$ cat src/rtl/sps_pkg.sv
// Shared constants and types for the segmented prime sieve.
// No dependencies; compiled first.
package sps_pkg;

   localparam int START_W     = 20;
   localparam int COUNT_W     = 7;
   localparam int FLAGS_W     = 64;
   localparam int MAX_VALUE   = 1048576;
   localparam int WINDOW_SIZE = 64;

   typedef enum logic [3:0] {
      ST_CLEAR,
      ST_SV_READ,
      ST_SV_TEST,
      ST_SV_STRIKE,
      ST_IDLE,
      ST_W_READ,
      ST_W_TEST,
      ST_W_DIV,
      ST_W_FIRST,
      ST_W_STRIKE,
      ST_W_DONE
   } sps_state_type;

endpackage

$ cat src/rtl/sps_if.sv
// Request and response channel interfaces of the prime sieve.
// Depends on sps_pkg for field widths.
interface sps_req_if;
   logic                         valid;
   logic                         ready;
   logic [sps_pkg::START_W-1:0]  window_start;
   logic [sps_pkg::COUNT_W-1:0]  window_count;

   modport source (output valid, output window_start, output window_count, input ready);
   modport sink   (input valid, input window_start, input window_count, output ready);
endinterface

interface sps_rsp_if;
   logic                         valid;
   logic                         ready;
   logic [sps_pkg::FLAGS_W-1:0]  prime_flags;
   logic                         range_error;

   modport source (output valid, output prime_flags, output range_error, input ready);
   modport sink   (input valid, input prime_flags, input range_error, output ready);
endinterface

$ cat src/rtl/sps_rem_unit.sv
// Bit-serial remainder unit: dividend mod divisor, one bit per cycle.
// Depends on sps_pkg. Divisor must stay stable while busy.
module sps_rem_unit #(
   parameter int DIV_W = 10
) (
   input  logic                        clock,
   input  logic                        reset,
   input  logic                        go,
   input  logic [sps_pkg::START_W-1:0] dividend,
   input  logic [DIV_W-1:0]            divisor,
   output logic                        busy,
   output logic [DIV_W-1:0]            remainder
);
   import sps_pkg::*;

   localparam int CNT_W = $clog2(START_W + 1);

   logic [DIV_W-1:0]   rem_ff, rem_in;
   logic [START_W-1:0] quo_ff, quo_in;
   logic [CNT_W-1:0]   cnt_ff, cnt_in;
   logic [DIV_W:0]     trial;

   always_comb begin
      trial  = {rem_ff, quo_ff[START_W-1]};
      rem_in = rem_ff;
      quo_in = quo_ff;
      cnt_in = cnt_ff;
      if (go) begin
         rem_in = '0;
         quo_in = dividend;
         cnt_in = CNT_W'(START_W);
      end else if (cnt_ff != '0) begin
         if (trial >= {1'b0, divisor}) begin
            rem_in = DIV_W'(trial - {1'b0, divisor});
         end else begin
            rem_in = trial[DIV_W-1:0];
         end
         quo_in = {quo_ff[START_W-2:0], 1'b0};
         cnt_in = cnt_ff - CNT_W'(1);
      end
   end

   always_ff @(posedge clock) begin
      if (reset) begin
         cnt_ff <= '0;
      end else begin
         cnt_ff <= cnt_in;
      end
      rem_ff <= rem_in;
      quo_ff <= quo_in;
   end

   assign busy      = (cnt_ff != '0);
   assign remainder = rem_ff;

endmodule

$ cat src/rtl/segmented_prime_sieve_unit.sv
// Segmented prime sieve. After reset the base-prime flags are initialised, then the multiples of
// every index up to sqrt(BASE_LIMIT) still flagged prime are struck, starting at its square.
// Per request, base indices are tested while p*p <= last; for each base prime the serial unit
// reduces the window start modulo p and its multiples in the window are struck; one request at a time.
// The serial remainder unit and the flag memory (one write, one read) set the pace.
// Synchronous active-high reset; no requests are taken until sieving is done.
module segmented_prime_sieve_unit #(
   parameter int BASE_LIMIT = 1024
) (
   input  logic     clock,
   input  logic     reset,
   sps_req_if.sink  req_bus,
   sps_rsp_if.source rsp_bus
);
   import sps_pkg::*;

   localparam int AW     = $clog2(BASE_LIMIT);
   localparam int PW     = AW + 1;
   localparam int PPW    = 2 * AW;
   localparam int WK     = AW + 2;
   localparam int LAST_W = START_W + 1;
   localparam int SQ     = BASE_LIMIT * BASE_LIMIT;
   localparam int LIMIT  = (MAX_VALUE < SQ) ? MAX_VALUE : SQ;
   localparam int LIM_W  = ((LAST_W > $clog2(LIMIT + 1)) ? LAST_W : $clog2(LIMIT + 1)) + 1;
   localparam int CMP_W  = ((PPW > LAST_W) ? PPW : LAST_W) + 1;
   localparam int IDX_W  = $clog2(FLAGS_W);

   localparam logic [LIM_W-1:0] LIMIT_VAL   = LIM_W'(LIMIT);
   localparam logic [PW-1:0]    FIRST_PRIME = PW'(2);

   sps_state_type state_ff, state_in;

   logic [PW-1:0]      p_ff, p_in;
   logic [PPW-1:0]     pp_ff, pp_in;
   logic [WK-1:0]      walk_ff, walk_in;
   logic [START_W-1:0] start_ff, start_in;
   logic [COUNT_W-1:0] cnt_ff, cnt_in;
   logic [LAST_W-1:0]  last_ff, last_in;
   logic               err_ff, err_in;
   logic [FLAGS_W-1:0] marks_ff, marks_in;
   logic [FLAGS_W-1:0] flags_out_ff, flags_out_in;
   logic               err_out_ff, err_out_in;
   logic               rsp_valid_ff, rsp_valid_in;

   logic               mem [BASE_LIMIT];
   logic               rd_flag_ff;
   logic               mem_we;
   logic [AW-1:0]      mem_waddr;
   logic               mem_wdata;

   logic               rem_go;
   logic               rem_busy;
   logic [AW-1:0]      rem_val;

   logic [COUNT_W-1:0] cnt_sat, cnt_eff;
   logic [LIM_W-1:0]   span;
   logic               over;
   logic [FLAGS_W-1:0] init_mask;
   logic [PPW-1:0]     pp_next;
   logic [PW-1:0]      p_inc;
   logic [WK-1:0]      walk_step;
   logic [AW-1:0]      offset;
   logic [CMP_W-1:0]   first_q;

   sps_rem_unit #(.DIV_W(AW)) u_rem (
      .clock     (clock),
      .reset     (reset),
      .go        (rem_go),
      .dividend  (start_ff),
      .divisor   (p_ff[AW-1:0]),
      .busy      (rem_busy),
      .remainder (rem_val)
   );

   always_comb begin
      cnt_sat = (req_bus.window_count > COUNT_W'(WINDOW_SIZE)) ?
                COUNT_W'(WINDOW_SIZE) : req_bus.window_count;
      span    = LIM_W'(req_bus.window_start) + LIM_W'(cnt_sat);
      over    = (cnt_sat != '0) && (span > LIMIT_VAL);
      if (!over) begin
         cnt_eff = cnt_sat;
      end else if (LIM_W'(req_bus.window_start) < LIMIT_VAL) begin
         cnt_eff = COUNT_W'(LIMIT_VAL - LIM_W'(req_bus.window_start));
      end else begin
         cnt_eff = '0;
      end
      if (cnt_eff >= COUNT_W'(FLAGS_W)) begin
         init_mask = '1;
      end else begin
         init_mask = ~({FLAGS_W{1'b1}} << cnt_eff);
      end
      if (req_bus.window_start == '0) begin
         init_mask = init_mask & ~FLAGS_W'(3);
      end else if (req_bus.window_start == START_W'(1)) begin
         init_mask = init_mask & ~FLAGS_W'(1);
      end
   end

   assign pp_next   = PPW'(p_ff[AW-1:0]) * PPW'(p_ff[AW-1:0]);
   assign p_inc     = p_ff + PW'(1);
   assign walk_step = walk_ff + WK'(p_ff);
   assign offset    = (rem_val == '0) ? '0 : (p_ff[AW-1:0] - rem_val);
   assign first_q   = CMP_W'(start_ff) + CMP_W'(offset);

   always_comb begin
      state_in     = state_ff;
      p_in         = p_ff;
      pp_in        = pp_ff;
      walk_in      = walk_ff;
      start_in     = start_ff;
      cnt_in       = cnt_ff;
      last_in      = last_ff;
      err_in       = err_ff;
      marks_in     = marks_ff;
      flags_out_in = flags_out_ff;
      err_out_in   = err_out_ff;
      rsp_valid_in = rsp_valid_ff && !rsp_bus.ready;
      mem_we       = 1'b0;
      mem_waddr    = walk_ff[AW-1:0];
      mem_wdata    = 1'b0;
      rem_go       = 1'b0;

      unique case (state_ff)
         ST_CLEAR: begin
            mem_we    = 1'b1;
            mem_wdata = (walk_ff >= WK'(2));
            walk_in   = walk_ff + WK'(1);
            if (walk_ff == WK'(BASE_LIMIT - 1)) begin
               p_in     = FIRST_PRIME;
               state_in = ST_SV_READ;
            end
         end
         ST_SV_READ: begin
            pp_in    = pp_next;
            state_in = ST_SV_TEST;
         end
         ST_SV_TEST: begin
            if (CMP_W'(pp_ff) >= CMP_W'(BASE_LIMIT)) begin
               state_in = ST_IDLE;
            end else if (rd_flag_ff) begin
               walk_in  = WK'(pp_ff);
               state_in = ST_SV_STRIKE;
            end else begin
               p_in     = p_inc;
               state_in = ST_SV_READ;
            end
         end
         ST_SV_STRIKE: begin
            mem_we = 1'b1;
            if (walk_step >= WK'(BASE_LIMIT)) begin
               p_in     = p_inc;
               state_in = ST_SV_READ;
            end else begin
               walk_in = walk_step;
            end
         end
         ST_IDLE: begin
            if (req_bus.valid) begin
               start_in = req_bus.window_start;
               cnt_in   = cnt_eff;
               err_in   = over;
               marks_in = (cnt_eff == '0) ? '0 : init_mask;
               last_in  = LAST_W'(req_bus.window_start) + LAST_W'(cnt_eff) - LAST_W'(1);
               p_in     = FIRST_PRIME;
               state_in = (cnt_eff == '0) ? ST_W_DONE : ST_W_READ;
            end
         end
         ST_W_READ: begin
            pp_in    = pp_next;
            state_in = ST_W_TEST;
         end
         ST_W_TEST: begin
            if (CMP_W'(pp_ff) > CMP_W'(last_ff)) begin
               state_in = ST_W_DONE;
            end else if (rd_flag_ff) begin
               rem_go   = 1'b1;
               state_in = ST_W_DIV;
            end else begin
               p_in     = p_inc;
               state_in = (p_inc == PW'(BASE_LIMIT)) ? ST_W_DONE : ST_W_READ;
            end
         end
         ST_W_DIV: begin
            if (!rem_busy) begin
               state_in = ST_W_FIRST;
            end
         end
         ST_W_FIRST: begin
            if (CMP_W'(pp_ff) > first_q) begin
               walk_in = WK'(CMP_W'(pp_ff) - CMP_W'(start_ff));
            end else begin
               walk_in = WK'(offset);
            end
            state_in = ST_W_STRIKE;
         end
         ST_W_STRIKE: begin
            if (walk_ff < WK'(cnt_ff)) begin
               marks_in = marks_ff & ~(FLAGS_W'(1) << walk_ff[IDX_W-1:0]);
               walk_in  = walk_step;
            end else begin
               p_in     = p_inc;
               state_in = (p_inc == PW'(BASE_LIMIT)) ? ST_W_DONE : ST_W_READ;
            end
         end
         ST_W_DONE: begin
            if (!rsp_valid_ff || rsp_bus.ready) begin
               flags_out_in = marks_ff;
               err_out_in   = err_ff;
               rsp_valid_in = 1'b1;
               state_in     = ST_IDLE;
            end
         end
         default: begin
            state_in = ST_IDLE;
         end
      endcase
   end

   always_ff @(posedge clock) begin
      if (reset) begin
         state_ff     <= ST_CLEAR;
         walk_ff      <= '0;
         marks_ff     <= '0;
         rsp_valid_ff <= 1'b0;
      end else begin
         state_ff     <= state_in;
         walk_ff      <= walk_in;
         marks_ff     <= marks_in;
         rsp_valid_ff <= rsp_valid_in;
      end
      p_ff         <= p_in;
      pp_ff        <= pp_in;
      start_ff     <= start_in;
      cnt_ff       <= cnt_in;
      last_ff      <= last_in;
      err_ff       <= err_in;
      flags_out_ff <= flags_out_in;
      err_out_ff   <= err_out_in;
   end

   // base-prime flag store, one write and one registered read per cycle
   always_ff @(posedge clock) begin
      if (mem_we) begin
         mem[mem_waddr] <= mem_wdata;
      end
      rd_flag_ff <= mem[p_ff[AW-1:0]];
   end

   assign req_bus.ready       = (state_ff == ST_IDLE);
   assign rsp_bus.valid       = rsp_valid_ff;
   assign rsp_bus.prime_flags = flags_out_ff;
   assign rsp_bus.range_error = err_out_ff;

endmodule

$ cat src/flat_wrapper.sv
// flat-port wrapper written by rule: the top's interface ports become plain ports
module segmented_prime_sieve_unit_flat import sps_pkg::*;
#(
   parameter int BASE_LIMIT = 1024
)
  (clock, reset, req_bus_valid, req_bus_window_start, req_bus_window_count, req_bus_ready, rsp_bus_valid, rsp_bus_prime_flags, rsp_bus_range_error, rsp_bus_ready);
  sps_req_if req_bus_i ();
  sps_rsp_if rsp_bus_i ();
  input  logic clock;
  input  logic reset;
  input wire logic [$bits(req_bus_i.valid)-1:0] req_bus_valid;
  input wire logic [$bits(req_bus_i.window_start)-1:0] req_bus_window_start;
  input wire logic [$bits(req_bus_i.window_count)-1:0] req_bus_window_count;
  output wire logic [$bits(req_bus_i.ready)-1:0] req_bus_ready;
  output wire logic [$bits(rsp_bus_i.valid)-1:0] rsp_bus_valid;
  output wire logic [$bits(rsp_bus_i.prime_flags)-1:0] rsp_bus_prime_flags;
  output wire logic [$bits(rsp_bus_i.range_error)-1:0] rsp_bus_range_error;
  input wire logic [$bits(rsp_bus_i.ready)-1:0] rsp_bus_ready;
  assign req_bus_i.valid = req_bus_valid;
  assign req_bus_i.window_start = req_bus_window_start;
  assign req_bus_i.window_count = req_bus_window_count;
  assign req_bus_ready = req_bus_i.ready;
  assign rsp_bus_valid = rsp_bus_i.valid;
  assign rsp_bus_prime_flags = rsp_bus_i.prime_flags;
  assign rsp_bus_range_error = rsp_bus_i.range_error;
  assign rsp_bus_i.ready = rsp_bus_ready;
  segmented_prime_sieve_unit #(.BASE_LIMIT(BASE_LIMIT)) u_core (.clock(clock), .reset(reset), .req_bus(req_bus_i), .rsp_bus(rsp_bus_i));
endmodule
$ cat config.mk
export PLATFORM = sky130hd
export DESIGN_NAME = segmented_prime_sieve_unit_flat
export DESIGN_NICKNAME = d
export VERILOG_FILES = /design/src/rtl/sps_pkg.sv /design/src/rtl/sps_if.sv /design/src/rtl/sps_rem_unit.sv /design/src/rtl/segmented_prime_sieve_unit.sv /design/src/flat_wrapper.sv
export SDC_FILE = /design/constraint.sdc
export NUM_CORES = 2
export LEC_CHECK = 0
export ABC_CLOCK_PERIOD_IN_PS = 61700
export BUFFER_PORTS_ARGS = -buffer_cell sky130_fd_sc_hd__buf_4
export CORE_MARGIN = 4
export CORE_UTILIZATION = 30
export DETAILED_ROUTE_END_ITERATION = 12
export GPL_ROUTABILITY_DRIVEN = 0
export PLACE_DENSITY_LB_ADDON = 0.15
export SETUP_SLACK_MARGIN = 0.5
export SLEW_MARGIN = 15
export SYNTH_ARGS = -nofsm -noshare
export SYNTH_HDL_FRONTEND = slang
export SYNTH_HIERARCHICAL = 1
export SYNTH_SLANG_ARGS = --single-unit
$ cat constraint.sdc
create_clock -name clock -period 61.7 [get_ports clock]
set_input_delay 6.17 -clock clock [delete_from_list [all_inputs] [get_ports clock]]
set_output_delay 6.17 -clock clock [all_outputs]
set_load 0.01 [all_outputs]
==> impl_metrics.json <==
{
  "whs_ns": 0.422,
  "die_area_mm2": 0.221,
  "yosys_warnings": 6,
  "numPortBuffers": 97,
  "via_count": 42325,
  "worst_setup_path_end_kind": "register",
  "final_max_slew_viol_count": 0,
  "place_hpwl_mm": 118,
  "wire_per_inst_um": 25.9,
  "async_flop_share_pct": 0,
  "grt_max_degree": 255,
  "setup_violations": 0,
  "p_leak_uw": 0.0237,
  "hold_end": "u_core/rsp_bus.prime_flags[12]",
  "placed_cell_area_mm2": 0.0678,
  "first_iter_violations": 4080,
  "rsz0062_at_grt": "no",
  "cts_max_path_buffers": 3,
  "area_delta_synth_final_pct": 13.2,
  "fp.dieW_um": 470,
  "peakVddDrop_uv": 28.8,
  "power_density_mw_per_mm2": 29.1,
  "finalCritPeriodShare_pct": 22.0,
  "gr-usage-met1_pct": 25.9,
  "period_needed_ns": 13.58,
  "post_cts_resized": 0,
  "crit_fanout": 67,
  "worst_slew_pin_slew_ns": 1.30,
  "start_util_pct": 30.2,
  "crit_start": "req_bus_window_count[6]",
  "hold_path_depth": 0,
  "grt_pass1_wl_mm": 301,
  "hold_viol_final": 0,
  "std_cell_rows": 169,
  "grt.overflow.total": 0,
  "antenna_found_initial": 6,
  "synth_fp_nets": 5415,
  "startpoint_type": "input pin",
  "synth.avg_cell_area_um2": 12.5,
  "core_area_mm2": 0.212,
  "crit_arrival_ns": 14.11,
  "cpLargestDelayFamily": "compound AO/OA/AOI/OAI gates",
  "cts_tree": "done",
  "drc_errors": 0,
  "seq_area_frac_synth_pct": 58.7,
  "r2r_slack_ns": 54.19,
  "io_pins": 98,
  "syn_inst": 5125,
  "cts-htree-levels": 4,
  "crit_type": "in2reg",
  "hp-class": "reg2reg",
  "gr-max-usage-layer": "met2",
  "worstHoldStart": "u_core/marks_ff[12]",
  "use_met2_pct": 30.1,
  "drv_cap": 0,
  "viasPerCell": 5.28,
  "required_ns": 62.23,
  "grt_pass1_vias": 42257,
  "wirelength_mm": 208,
  "cts_sinks": 1285,
  "clock_latency_ns": 0.81,
  "clkTransAtPathRegs_ns": 0.06,
  "status": "finished clean",
  "root_buffer": "clkbuf_16",
  "clock.fmax_mhz": 73.7,
  "die_h_um": 470,
  "critPathMaxStageDelay_ns": 0.56,
  "crit_top_cell": "ha_1",
  "met3_usage_pct": 2.60,
  "synth_flop_cell": "edfxtp_1",
  "r2r-end": "u_core/walk_ff[7]",
  "synth_seq_cells": 1285,
  "finalInstanceArea_mm2": 0.0725,
  "crit-reg2reg-launch": "u_core/p_ff[0]",
  "antenna_left": 0,
  "synth_enable_flop_cells": 1188,
  "rr_worst_depth": 25,
  "synthesis.area_mm2": 0.0641,
  "ys_types": 100,
  "setup-tns-final_ns": 0,
  "critical-path-slowest-cell": "o41ai_1",
  "fin_nets": 5368,
  "post_cts_buffers": 0,
  "numCtsBuffers": 150,
  "groute.usage.overall_pct": 18.4,
  "dr.pass1.iters": 6,
  "path_buf_inv": 5,
  "hold_buffers": 0,
  "drive_gt1_share_pct": 15.2,
  "clock_skew_ns": 0.0648,
  "slew_headroom_pct": 11.2
}
## Yosys cell counts (34+ instances only)
cell type | number | area share [%]
a21o_1 | 34 | 0.40
a21oi_1 | 208 | 1.6
a31oi_1 | 43 | 0.42
buf_2 | 35 | 0.27
clkbuf_1 | 322 | 1.9
dfxtp_1 | 97 | 3.0
edfxtp_1 | 1188 | 56
fa_1 | 53 | 1.7
ha_1 | 206 | 4.0
inv_1 | 209 | 1.2
mux2i_1 | 109 | 1.7
mux4_2 | 264 | 9.3
nand2_1 | 189 | 1.1
nand3_1 | 99 | 0.77
nand4_1 | 39 | 0.38
nor2_1 | 1176 | 6.9
nor3_1 | 63 | 0.49
o21ai_0 | 124 | 0.97
o221ai_1 | 34 | 0.46
xnor2_1 | 75 | 1.0
xor2_1 | 42 | 0.57
## worst max-delay path by stage
stage                               endpoint  slack (ns)  cells after the start
after floorplan                u_core/mem[0]       24.31                      3
after global placement    u_core/last_ff[19]       47.55                     30
after detailed placement  u_core/last_ff[19]       47.38                     30
after CTS                 u_core/last_ff[19]       48.20                     30
after global routing      u_core/last_ff[19]       47.47                     30
final                     u_core/last_ff[19]       48.12                     30
## stage by stage
step                utilization [%]  total power [uW]  cells  setup WS, ns
floorplan                         -              1290   5125         24.31
global placement               31.9              1270   7747         47.55
detailed placement             31.9              1270   7747         47.38
CTS                            34.2              2130   8012         48.20
global route                   34.2              2200   8013         47.47
finish                         34.2              2110   8014         48.12
## flip-flops by register name (all words and copies together) (netlist names), 11 cells and up
name                        count
u_core/u_rem/quo_ff            20
u_core/walk_ff                 12
u_core/start_ff                20
u_core/marks_ff                64
u_core/pp_ff                   19
u_core/last_ff                 21
u_core/p_ff                    11
u_core/mem                   1024
u_core/rsp_bus.prime_flags     64
## cell families after synthesis
logic type / synth area share (%)
and+or+nand+nor: 11.6
DFF: 58.7
AOI/OAI and AO/OA: 7.17
buffers and inverters: 3.73
muxes: 11.6
adders and majority gates: 5.68
xor gates and xnor gates: 1.60
## layout make-up
type	count	area [um^2]
timing repair buffer	196	1530
clock inverter	70	674
multi-input combinational	3229	24400
inverter	216	816
tap	2821	3530
fill	21202	140000
sequential	1285	37600
clock buffer	195	4010
antenna	2	5.00
## where the power goes
group	switching (uW)	internal, uW	total [uW]
Clock	375	483	858
Sequential	9.37	1000	1010
Combinational	154	84.0	238
## layer usage
| layer | vias up | share of wire (%) |
|---|---|---|
| met1 | 22269 | 45 |
| met2 | 1115 | 48 |
| met3 | 234 | 5.0 |
| met4 | 4 | 1.9 |
| li1 | 18703 | - |
| met5 | - | 0.013 |
## placed cells by master (no fill, tap or decap), types with 34 or more instances in the layout
| cell | n |
|---|---|
| nand4_1 | 39 |
| a21oi_1 | 207 |
| o21ai_0 | 124 |
| nand3_1 | 82 |
| mux4_2 | 264 |
| xor2_1 | 42 |
| ha_1 | 206 |
| dfxtp_1 | 97 |
| fa_1 | 53 |
| xnor2_1 | 75 |
| mux2i_1 | 109 |
| nor3_1 | 63 |
| nor2_1 | 1174 |
| inv_1 | 207 |
| buf_4 | 191 |
| o221ai_1 | 34 |
| clkbuf_1 | 36 |
| edfxtp_1 | 1188 |
| nand2_1 | 166 |
| a31oi_1 | 42 |
| clkbuf_16 | 150 |
| a21o_1 | 34 |
No activity file was read; power rests on OpenSTA's default activity.
